$ cat config.mk
export PLATFORM = sky130hd
export DESIGN_NAME = json_string_unescape_utf8_core
export DESIGN_NICKNAME = d
export VERILOG_FILES = /design/src/rtl/jsu_pkg.sv /design/src/rtl/json_string_unescape_utf8_core.sv /design/src/rtl/jsu_front.sv /design/src/rtl/jsu_queue.sv /design/src/rtl/jsu_back.sv
export SDC_FILE = /design/constraint.sdc
export NUM_CORES = 1
export LEC_CHECK = 0
export BUFFER_PORTS_ARGS = -buffer_cell sky130_fd_sc_hd__buf_4
export CORE_AREA = 3 3 197 151
export DETAILED_ROUTE_END_ITERATION = 12
export DIE_AREA = 0 0 200 154
export PLACE_DENSITY = 0.53
export REMOVE_ABC_BUFFERS = 1
export SLEW_MARGIN = 15
export SYNTH_ARGS = -nofsm -noshare
export SYNTH_HDL_FRONTEND = slang
export SYNTH_SLANG_ARGS = --single-unit
$ cat constraint.sdc
create_clock -name clk -period 4 [get_ports clk]
set_clock_uncertainty 0.05 [all_clocks]
set_input_delay 0.8 -clock clk [delete_from_list [all_inputs] [get_ports clk]]
set_output_delay 0.8 -clock clk [all_outputs]
set_load 0.01 [all_outputs]
$ cat src/rtl/jsu_pkg.sv
// Shared types, codes and helpers for the JSON string unescaper.
package jsu_pkg;

  typedef enum logic [2:0] {
    PH_IDLE,
    PH_BODY,
    PH_ESC,
    PH_HEX,
    PH_WANT_BS,
    PH_WANT_U,
    PH_LOW_HEX
  } phase_t;

  typedef enum logic [1:0] {
    KIND_DATA,
    KIND_DONE,
    KIND_ERROR
  } kind_t;

  typedef enum logic [1:0] {
    ERR_NONE,
    ERR_NO_QUOTE,
    ERR_CONTROL,
    ERR_ESCAPE
  } err_t;

  localparam logic [7:0] CH_QUOTE     = 8'h22;
  localparam logic [7:0] CH_BACKSLASH = 8'h5c;
  localparam logic [7:0] CH_SLASH     = 8'h2f;
  localparam logic [7:0] CH_SPACE     = 8'h20;
  localparam logic [7:0] CH_U         = 8'h75;

  // One queue entry: the data bytes of one input transfer plus an optional
  // closing result.
  typedef struct packed {
    logic [2:0]      nbytes;
    logic [3:0][7:0] bytes;
    logic            has_term;
    kind_t           term_kind;
    err_t            term_code;
  } job_t;

  // {valid, value}
  function automatic logic [4:0] hex_value(input logic [7:0] c);
    logic [4:0] r;
    r = 5'd0;
    if (c >= 8'h30 && c <= 8'h39) begin
      r = {1'b1, c[3:0]};
    end else if ((c >= 8'h61 && c <= 8'h66) || (c >= 8'h41 && c <= 8'h46)) begin
      r = {1'b1, c[3:0] + 4'd9};
    end
    return r;
  endfunction

endpackage

$ cat src/rtl/json_string_unescape_utf8_core.sv
// Top level of the JSON string unescaper to UTF-8.
// Takes one byte of a quoted JSON string per transfer and gives the decoded
// UTF-8 bytes, then a completion or error result, one result per transfer.
// Input is taken every cycle while the entry queue has room; a byte enters
// the queue as one entry holding all results it causes (up to four data bytes
// and one closing result), so the output side delivers one result per cycle
// while out_ready is high; a \u surrogate pair gives up to four bytes. Entries
// are registered in the queue before their results are presented. Bytes of a
// failing string are delivered before its error result.
module json_string_unescape_utf8_core #(
  parameter int QUEUE_DEPTH = 4
) (
  input  logic       clk,
  input  logic       rst,
  input  logic       in_valid,
  output logic       in_ready,
  input  logic       start_of_string,
  input  logic [7:0] data_byte,
  input  logic       last_available,
  output logic       out_valid,
  input  logic       out_ready,
  output logic [7:0] out_byte,
  output logic [1:0] result_kind,
  output logic [1:0] error_code,
  output logic       last_of_run
);

  jsu_pkg::job_t push_job, head_job;
  logic          push, full, pop, not_empty;

  jsu_front u_front (
    .clk             (clk),
    .rst             (rst),
    .in_valid        (in_valid),
    .in_ready        (in_ready),
    .start_of_string (start_of_string),
    .data_byte       (data_byte),
    .last_available  (last_available),
    .q_full          (full),
    .q_push          (push),
    .q_job           (push_job)
  );

  jsu_queue #(.DEPTH(QUEUE_DEPTH)) u_queue (
    .clk       (clk),
    .rst       (rst),
    .push      (push),
    .push_job  (push_job),
    .full      (full),
    .pop       (pop),
    .not_empty (not_empty),
    .head_job  (head_job)
  );

  jsu_back u_back (
    .clk         (clk),
    .rst         (rst),
    .q_not_empty (not_empty),
    .q_head      (head_job),
    .q_pop       (pop),
    .out_valid   (out_valid),
    .out_ready   (out_ready),
    .out_byte    (out_byte),
    .result_kind (result_kind),
    .error_code  (error_code),
    .last_of_run (last_of_run)
  );

endmodule

$ cat src/rtl/jsu_front.sv
// Front end: decode state machine, turns each input byte that yields a result into one queue entry.
module jsu_front (
  input  logic             clk,
  input  logic             rst,
  input  logic             in_valid,
  output logic             in_ready,
  input  logic             start_of_string,
  input  logic [7:0]       data_byte,
  input  logic             last_available,
  input  logic             q_full,
  output logic             q_push,
  output jsu_pkg::job_t    q_job
);

  jsu_pkg::phase_t phase, phase_next;
  logic [1:0]  hex_count, hex_count_next;
  logic [15:0] acc, acc_next;
  logic [9:0]  high_bits, high_bits_next;

  logic        fire;
  logic [4:0]  hex;
  logic [15:0] acc_new;
  logic        is_high, is_low;
  logic [20:0] cp;

  logic        active, fail, quote_close, ctrl_err, start_err, esc_err;
  logic        emit1, emit_cp;
  logic [7:0]  emit_b;

  assign in_ready = !q_full;
  assign fire     = in_valid && in_ready;
  assign hex      = jsu_pkg::hex_value(data_byte);
  assign acc_new  = {acc[11:0], hex[3:0]};
  assign is_high  = (acc_new[15:10] == 6'b110110);
  assign is_low   = (acc_new[15:10] == 6'b110111);
  assign cp = (phase == jsu_pkg::PH_LOW_HEX) ?
              (21'h010000 + {1'b0, high_bits, acc_new[9:0]}) : {5'd0, acc_new};

  // next state
  always_comb begin
    phase_next     = phase;
    hex_count_next = hex_count;
    acc_next       = acc;
    high_bits_next = high_bits;
    active      = 1'b1;
    fail        = 1'b0;
    quote_close = 1'b0;
    ctrl_err    = 1'b0;
    start_err   = 1'b0;
    emit1       = 1'b0;
    emit_cp     = 1'b0;
    emit_b      = data_byte;
    if (start_of_string) begin
      hex_count_next = 2'd0;
      acc_next       = 16'd0;
      high_bits_next = 10'd0;
      if (data_byte != jsu_pkg::CH_QUOTE) begin
        start_err  = 1'b1;
        phase_next = jsu_pkg::PH_IDLE;
      end else begin
        phase_next = jsu_pkg::PH_BODY;
      end
    end else begin
      unique case (phase) inside
        jsu_pkg::PH_BODY: begin
          if (data_byte == jsu_pkg::CH_QUOTE) quote_close = 1'b1;
          else if (data_byte < jsu_pkg::CH_SPACE) ctrl_err = 1'b1;
          else if (data_byte == jsu_pkg::CH_BACKSLASH) phase_next = jsu_pkg::PH_ESC;
          else emit1 = 1'b1;
        end
        jsu_pkg::PH_ESC: begin
          phase_next = jsu_pkg::PH_BODY;
          emit1 = 1'b1;
          case (data_byte) inside
            jsu_pkg::CH_QUOTE, jsu_pkg::CH_BACKSLASH, jsu_pkg::CH_SLASH: emit_b = data_byte;
            8'h62:   emit_b = 8'h08;
            8'h66:   emit_b = 8'h0c;
            8'h6e:   emit_b = 8'h0a;
            8'h72:   emit_b = 8'h0d;
            8'h74:   emit_b = 8'h09;
            jsu_pkg::CH_U: begin
              emit1          = 1'b0;
              phase_next     = jsu_pkg::PH_HEX;
              hex_count_next = 2'd0;
              acc_next       = 16'd0;
            end
            default: begin
              emit1 = 1'b0;
              fail  = 1'b1;
            end
          endcase
        end
        jsu_pkg::PH_HEX, jsu_pkg::PH_LOW_HEX: begin
          if (!hex[4]) begin
            fail = 1'b1;
          end else begin
            acc_next = acc_new;
            if (hex_count != 2'd3) begin
              hex_count_next = hex_count + 2'd1;
            end else begin
              hex_count_next = 2'd0;
              if (phase == jsu_pkg::PH_HEX) begin
                if (is_high) begin
                  high_bits_next = acc_new[9:0];
                  phase_next     = jsu_pkg::PH_WANT_BS;
                end else if (is_low || acc_new == 16'd0) begin
                  fail = 1'b1;
                end else begin
                  emit_cp    = 1'b1;
                  phase_next = jsu_pkg::PH_BODY;
                end
              end else begin
                if (!is_low) begin
                  fail = 1'b1;
                end else begin
                  emit_cp    = 1'b1;
                  phase_next = jsu_pkg::PH_BODY;
                end
              end
            end
          end
        end
        jsu_pkg::PH_WANT_BS: begin
          if (data_byte == jsu_pkg::CH_BACKSLASH) phase_next = jsu_pkg::PH_WANT_U;
          else fail = 1'b1;
        end
        jsu_pkg::PH_WANT_U: begin
          if (data_byte == jsu_pkg::CH_U) begin
            phase_next     = jsu_pkg::PH_LOW_HEX;
            hex_count_next = 2'd0;
            acc_next       = 16'd0;
          end else begin
            fail = 1'b1;
          end
        end
        default: begin
          active     = 1'b0;
          phase_next = jsu_pkg::PH_IDLE;
        end
      endcase
    end
    esc_err = active && !start_err &&
              (fail || (last_available && !quote_close && !ctrl_err));
    if (esc_err || quote_close || ctrl_err) begin
      phase_next     = jsu_pkg::PH_IDLE;
      hex_count_next = 2'd0;
      acc_next       = 16'd0;
      high_bits_next = 10'd0;
    end
  end

  // queue entry
  always_comb begin
    q_job           = '0;
    q_job.term_kind = jsu_pkg::KIND_DATA;
    q_job.term_code = jsu_pkg::ERR_NONE;
    if (emit1) begin
      q_job.nbytes   = 3'd1;
      q_job.bytes[0] = emit_b;
    end else if (emit_cp) begin
      if (cp <= 21'h7f) begin
        q_job.nbytes   = 3'd1;
        q_job.bytes[0] = cp[7:0];
      end else if (cp <= 21'h7ff) begin
        q_job.nbytes   = 3'd2;
        q_job.bytes[0] = {3'b110, cp[10:6]};
        q_job.bytes[1] = {2'b10, cp[5:0]};
      end else if (cp <= 21'hffff) begin
        q_job.nbytes   = 3'd3;
        q_job.bytes[0] = {4'b1110, cp[15:12]};
        q_job.bytes[1] = {2'b10, cp[11:6]};
        q_job.bytes[2] = {2'b10, cp[5:0]};
      end else begin
        q_job.nbytes   = 3'd4;
        q_job.bytes[0] = {5'b11110, cp[20:18]};
        q_job.bytes[1] = {2'b10, cp[17:12]};
        q_job.bytes[2] = {2'b10, cp[11:6]};
        q_job.bytes[3] = {2'b10, cp[5:0]};
      end
    end
    if (start_err) begin
      q_job.has_term  = 1'b1;
      q_job.term_kind = jsu_pkg::KIND_ERROR;
      q_job.term_code = jsu_pkg::ERR_NO_QUOTE;
    end else if (quote_close) begin
      q_job.has_term  = 1'b1;
      q_job.term_kind = jsu_pkg::KIND_DONE;
    end else if (ctrl_err) begin
      q_job.has_term  = 1'b1;
      q_job.term_kind = jsu_pkg::KIND_ERROR;
      q_job.term_code = jsu_pkg::ERR_CONTROL;
    end else if (esc_err) begin
      q_job.has_term  = 1'b1;
      q_job.term_kind = jsu_pkg::KIND_ERROR;
      q_job.term_code = jsu_pkg::ERR_ESCAPE;
    end
  end

  assign q_push = fire && (q_job.nbytes != 3'd0 || q_job.has_term);

  always_ff @(posedge clk) begin
    if (rst) begin
      phase     <= jsu_pkg::PH_IDLE;
      hex_count <= 2'd0;
      acc       <= 16'd0;
      high_bits <= 10'd0;
    end else if (fire) begin
      phase     <= phase_next;
      hex_count <= hex_count_next;
      acc       <= acc_next;
      high_bits <= high_bits_next;
    end
  end

endmodule

$ cat src/rtl/jsu_queue.sv
// Small register queue of decoded entries between front and back end.
module jsu_queue #(
  parameter int DEPTH = 4
) (
  input  logic          clk,
  input  logic          rst,
  input  logic          push,
  input  jsu_pkg::job_t push_job,
  output logic          full,
  input  logic          pop,
  output logic          not_empty,
  output jsu_pkg::job_t head_job
);

  localparam int PW = (DEPTH > 1) ? $clog2(DEPTH) : 1;
  localparam int CW = $clog2(DEPTH + 1);
  localparam logic [PW-1:0] LAST_PTR = PW'(DEPTH - 1);
  localparam logic [CW-1:0] FULL_CNT = CW'(DEPTH);

  jsu_pkg::job_t mem [DEPTH];
  logic [PW-1:0] wr_ptr, rd_ptr;
  logic [CW-1:0] count;
  logic          do_push, do_pop;

  assign full      = (count == FULL_CNT);
  assign not_empty = (count != '0);
  assign head_job  = mem[rd_ptr];
  assign do_push   = push && !full;
  assign do_pop    = pop && not_empty;

  always_ff @(posedge clk) begin
    if (do_push) mem[wr_ptr] <= push_job;
  end

  always_ff @(posedge clk) begin
    if (rst) begin
      wr_ptr <= '0;
      rd_ptr <= '0;
      count  <= '0;
    end else begin
      if (do_push) wr_ptr <= (wr_ptr == LAST_PTR) ? '0 : wr_ptr + PW'(1);
      if (do_pop)  rd_ptr <= (rd_ptr == LAST_PTR) ? '0 : rd_ptr + PW'(1);
      if (do_push && !do_pop)      count <= count + CW'(1);
      else if (do_pop && !do_push) count <= count - CW'(1);
    end
  end

endmodule

$ cat src/rtl/jsu_back.sv
// Back end: walks the head entry and presents one result per transfer.
module jsu_back (
  input  logic          clk,
  input  logic          rst,
  input  logic          q_not_empty,
  input  jsu_pkg::job_t q_head,
  output logic          q_pop,
  output logic          out_valid,
  input  logic          out_ready,
  output logic [7:0]    out_byte,
  output logic [1:0]    result_kind,
  output logic [1:0]    error_code,
  output logic          last_of_run
);

  logic [2:0] idx;
  logic [2:0] total;
  logic       is_byte;

  assign total       = q_head.nbytes + {2'b00, q_head.has_term};
  assign is_byte     = (idx < q_head.nbytes);
  assign out_valid   = q_not_empty;
  assign out_byte    = is_byte ? q_head.bytes[idx[1:0]] : 8'd0;
  assign result_kind = is_byte ? jsu_pkg::KIND_DATA : q_head.term_kind;
  assign error_code  = is_byte ? jsu_pkg::ERR_NONE : q_head.term_code;
  assign last_of_run = (idx == total - 3'd1);
  assign q_pop       = out_valid && out_ready && last_of_run;

  always_ff @(posedge clk) begin
    if (rst) begin
      idx <= 3'd0;
    end else if (out_valid && out_ready) begin
      idx <= last_of_run ? 3'd0 : idx + 3'd1;
    end
  end

endmodule

* Yosys cells after proc, flatten, opt, wreduce, memory -nomap -nowiden
Memory sizes are Yosys's and may differ from the RTL's. A register that Yosys moved wholly into a read port is not among the register bits. Index checks and enable logic that the tools add are counted.
Word-level totals: register bits after elaboration 41, RAM bits 160, bits of input ports 14, output and inout port bits 15, memories 1
Cells by class: $add $sub $neg 10, magnitude comparators 12, equality and inequality tests 39, muxes and demuxes 140, reduce and logical (&&, ||, !) cells 42
Memories:
- u_queue.mem | words 4, bits a word 40, read ports 1, clocked after memory_dff 1, wr ports 1, RTL line jsu_queue.sv:20 | jsu_pkg::job_t mem [DEPTH];
Operators by type and width (count):
- 16-bit 2-to-1 mux | 12
- 8-bit 2-to-1 mux | 13
- 3-bit 2-to-1 mux | 27
- 10-bit 2-to-1 mux | 7
- 8-bit by 7-bit equality test with 1-bit output (second input constant) | 7
- 24-bit 2-to-1 mux | 2
- 16-bit one-hot mux with 3 select lines | 1
- 1-bit 2-to-1 mux | 46
- 4-bit != test (second input constant) | 10
- 2-bit 2-to-1 mux | 19
- 35-bit 2-to-1 mux | 1
- 5-bit 2-to-1 mux | 5
- 22-bit 2-to-1 mux | 1
- 17-bit by 20-bit adder with 21-bit output (first input constant) | 1
- 21-bit by 11-bit less-or-equal comparator with 1-bit output (second input constant) | 1
- 21-bit by 16-bit less-or-equal comparator with 1-bit output (second input constant) | 1
- 21-bit by 7-bit less-or-equal comparator with 1-bit output (second input constant) | 1
- 21-bit 2-to-1 mux | 1
- 3-bit nonzero test | 6
- 8-bit binary-select mux with 2-bit select | 1
- 8-bit by 6-bit equality test with 1-bit output (second input constant) | 2
- 8-bit by 7-bit >= comparator with 1-bit output (second input constant) | 2
- 8-bit by 7-bit less-or-equal comparator with 1-bit output (second input constant) | 2
- 16-bit zero test | 1
- 38 further kinds | 73

* Longest topological paths before layout
word-level depth 27, mapped depth 16, gate-level depth less buffers 16

* Cells and area by module
Synthesis repeated with hierarchy kept, for this count alone.
Unflattened totals: cell total of the unflattened synthesis 730, area total of the unflattened synthesis 9810.7 µm²
By module, submodules not included:
- jsu_queue | times used 1, cells an instance 259, area an instance 6252.2 µm²
- jsu_front | times used 1, cells an instance 412, area an instance 2969.1 µm²
- jsu_back | times used 1, cells an instance 59, area an instance 589.3 µm²

* Worst setup path after synthesis
Ideal clock, no wire load.
path type in2reg, from input data_byte[1], to register u_queue.count[2], library setup time 71 ps, arrival 4041 ps, data required time 3879 ps, setup slack -162 ps, stages on the path 16, cell sequence buf_2 > inv_1 > ha_1 > nand2b_1 > nor4b_1 > nor2_1 > and3_1 > a2bb2oi_2 > a32oi_1 > o21ba_2 > ha_1 > inv_1 > fa_1 > xor2_1 > or3_1 > a21oi_1
RTL lines:
- start: declaration | RTL line json_string_unescape_utf8_core.sv:18 | input logic [7:0] data_byte,
- end signal: assignment | RTL line jsu_queue.sv:43 | if (do_push && !do_pop) count <= count + CW'(1);
- end signal: assignment | RTL line jsu_queue.sv:44 | else if (do_pop && !do_push) count <= count - CW'(1);
- end: declaration | RTL line jsu_queue.sv:22 | logic [CW-1:0] count;

==> reports/qor.yml <==
min_path:
  hold_path.class: "flip-flop to flip-flop"
routing:
  wirelength_um: 21900
  post_drt_wl_per_cell_um: 19.0
  vias: 5986
  vias_per_cell: 5.19
  drt_iter0_drc: 411
  drc_errors: 0
  drtAntennaViolNets: 0
  first_pass_iters: 5
sta:
  worst_slew_pin_slew_ns: 0.798
  period_needed_ns: 3.70
  fin_setup_tns_ns: 0
  slew_headroom_pct: 46.2
  max_freq_mhz: 270
  worst_slack_ns: 0.296
  hold_viol: 0
  finalSetupViolations: 0
  rsz0062_at_grt: "no"
  slew_violations: 0
  finalCritPeriodShare_pct: 92.6
cells_and_area:
  seq_area_um2: 5110
  fillers: 2664
  final_area_um2: 10600
  multiInputGateArea_um2: 3530
  drive_above_1_share_pct: 26.0
  fin_util_pct: 37.9
  fin_nets: 788
  area_delta_synth_final_pct: 18.7
  diodes: 0
place:
  io_buffers: 28
  gp_congestion: 0.836
  dp_hpwl_um: 15600
  preCtsSetupSlack_ns: -0.203
  dpl_cell_area_um2: 10000
worst_setup_path:
  critPathTopFamily: "compound AO/OA/AOI/OAI gates"
  crit_chain: "buf_4 -> buf_4 -> ha_1 -> nor3b_1 -> o41a_1 -> nor2_1 -> o21a_1 -> a2bb2oi_2 -> a32oi_2 -> o21ba_2 -> ha_1 -> inv_1 -> fa_1 -> xor2_1 -> or3_1 -> a21oi_1"
  crit_cells: 16
  crit_slowest_cell: "fa_1"
  reg2reg_slack_ns: 0.45
  start_kind: "input port"
  startpoint: "data_byte[0]"
  r2r-end: "u_queue.count[2]"
  arrival_ns: 4.01
  rr_worst_depth: 13
  slowest_delay_ns: 0.42
  crit_path_end_kind: "flip-flop"
  required_ns: 4.31
  critical_path_buf_inv_count: 3
  setup.worst_path.end: "u_queue.count[2]"
  crit_type: "input port to flip-flop"
  crit_path_max_fanout: 4
clock_network:
  root_buffer: "clkbuf_16"
  cts_tree: "done"
  cts_buffers: 17
  clock_latency_ns: 0.43
  cts_hold_buf: 0
  cts_setup_buffers: 0
  clockBufferDepth: 2
  clock_sinks: 183
  path_clk_slew_ns: 0.07
  cts_max_level: 4
  cts_resized: 0
die:
  start_util_pct: 31.9
  rows: 53
  core_um2: 27900
  chipWidth_um: 200
  die_h_um: 154
  dieArea_um2: 30800
  io_pins: 29
synthesis:
  ys.warnings.count: 0
  synthCells: 674
  synth_seq_cells: 183
  synthDistinctLibCells: 75
  yosys.area.top_type: "edfxtp_1"
  synth_top_area_share_pct: 48.5
  netlist_top_cells_area: "edfxtp_1, mux4_2, dfxtp_1, ha_1, a22o_1"
  yosysSeqAreaShare_pct: 57.3
  avgSynthCellArea_um2: 13.2
  ys_async_sr_fraction_pct: 0
  synthesis.area_um2: 8910
  synthFlopType: "edfxtp_1"
  synth-edff-count: 144
run_status:
  status: "completed"
grt:
  grt_overflow: 0
  grt_pass1_vias: 5818
  antenna_found_initial: 0
  grtUsageTotal_pct: 14.8
  grt_max_degree: 37
  grt_pass1_wl_um: 34700
power:
  max-vdd-ir-drop_mv: 0.267
  powerDensity_nw_per_um2: 385
  p_leak_nw: 3.71
run:
  drv_cap: 0
cell usage in the layout, fill, tap and decap left out, types with 17 or more instances in the layout:
master,count
dfxtp_1,37
a22o_1,24
a21oi_1,32
edfxtp_1,144
mux4_2,43
nand2_1,38
nor2_1,54
ha_1,18
o21ai_0,27
buf_4,97
inv_1,19
nor3_1,17
clkbuf_16,17
state kept, by name (all words and copies together) (netlist names), named ones only:
register	flops
u_back.idx	3
u_front.acc	12
u_front.hex_count	2
u_front.high_bits	10
u_front.phase	3
u_queue.count	3
u_queue.mem	144
u_queue.rd_ptr	2
u_queue.wr_ptr	2
final cells by class:
| cell class | instances | area share (%) |
|---|---|---|
| flip-flops and latches | 183 | 48.3 |
| clock inverters | 14 | 1.23 |
| repair buffers | 102 | 7.75 |
| inverters | 20 | 0.710 |
| well taps | 385 | 4.56 |
| clock buffers | 18 | 4.06 |
| multi-input cells | 431 | 33.4 |
how the worst min path moves through the flow:
stage	endpoint	slack (ns)	depth (start not counted)	from
final	u_front.high_bits[5]	0.44	1	u_front.high_bits[5]
after global routing	u_front.high_bits[5]	0.45	1	u_front.high_bits[5]
after CTS	u_front.high_bits[5]	0.43	1	u_front.high_bits[5]
after detailed placement	u_front.high_bits[5]	0.42	1	u_front.high_bits[5]
after global placement	u_front.high_bits[5]	0.41	1	u_front.high_bits[5]
after floorplan	u_front.high_bits[0]	0.40	1	u_front.high_bits[0]
report_power, final:
group	switching [W]	internal, W	total [W]
Clock	0.000768	0.000823	0.00159
Sequential	0.0000201	0.00208	0.00210
Combinational	0.000194	0.000179	0.000373
Total	0.000982	0.00308	0.00407
cells by family (layout without fill, tap and decap cells):
| kind of cell | Yosys count | in the layout | synth area share, % |
|---|---|---|---|
| xor+xnor | 7 | 7 | 0.688 |
| buf+inv | 60 | 154 | 3.19 |
| mux | 53 | 53 | 12.0 |
| compound gates | 147 | 147 | 11.6 |
| simple gates | 205 | 205 | 12.4 |
| fa+ha+maj | 19 | 19 | 2.75 |
| flops | 183 | 183 | 57.3 |
metal layers:
layer  track usage (%)  part of all wire [%]
met1              23.8                    52
met2              20.5                    42
met3              3.04                   4.9
met4              2.72                  0.74
met5                 0                     0
metrics by stage:
stage | total power, W | std cells | hold WS (ns)
after floorplan | 0.00235 | 634 | 0.399
after global placement | 0.00252 | 1121 | 0.413
after detailed placement | 0.00252 | 1121 | 0.416
after CTS | 0.00411 | 1153 | 0.434
after global routing | 0.00423 | 1153 | 0.452
final | 0.00407 | 1153 | 0.440
cell usage after synthesis, types with 4 or more instances:
master,instances
a21o_1,4
a21oi_1,32
a22o_1,24
a22oi_1,9
a31oi_1,8
and2_1,15
and3_1,9
buf_1,4
buf_2,10
buf_6,5
clkbuf_1,18
dfxtp_1,39
edfxtp_1,144
ha_1,18
inv_1,19
mux2i_1,9
mux4_2,43
nand2_1,38
nand2b_1,7
nand3_1,13
nor2_1,54
nor2b_1,9
nor3_1,17
nor3b_1,5
nor4_1,6
nor4b_1,4
o21a_1,6
o21ai_0,27
or3_1,4
xnor2_1,4
Note: power is estimated with default switching activity, not from simulation.
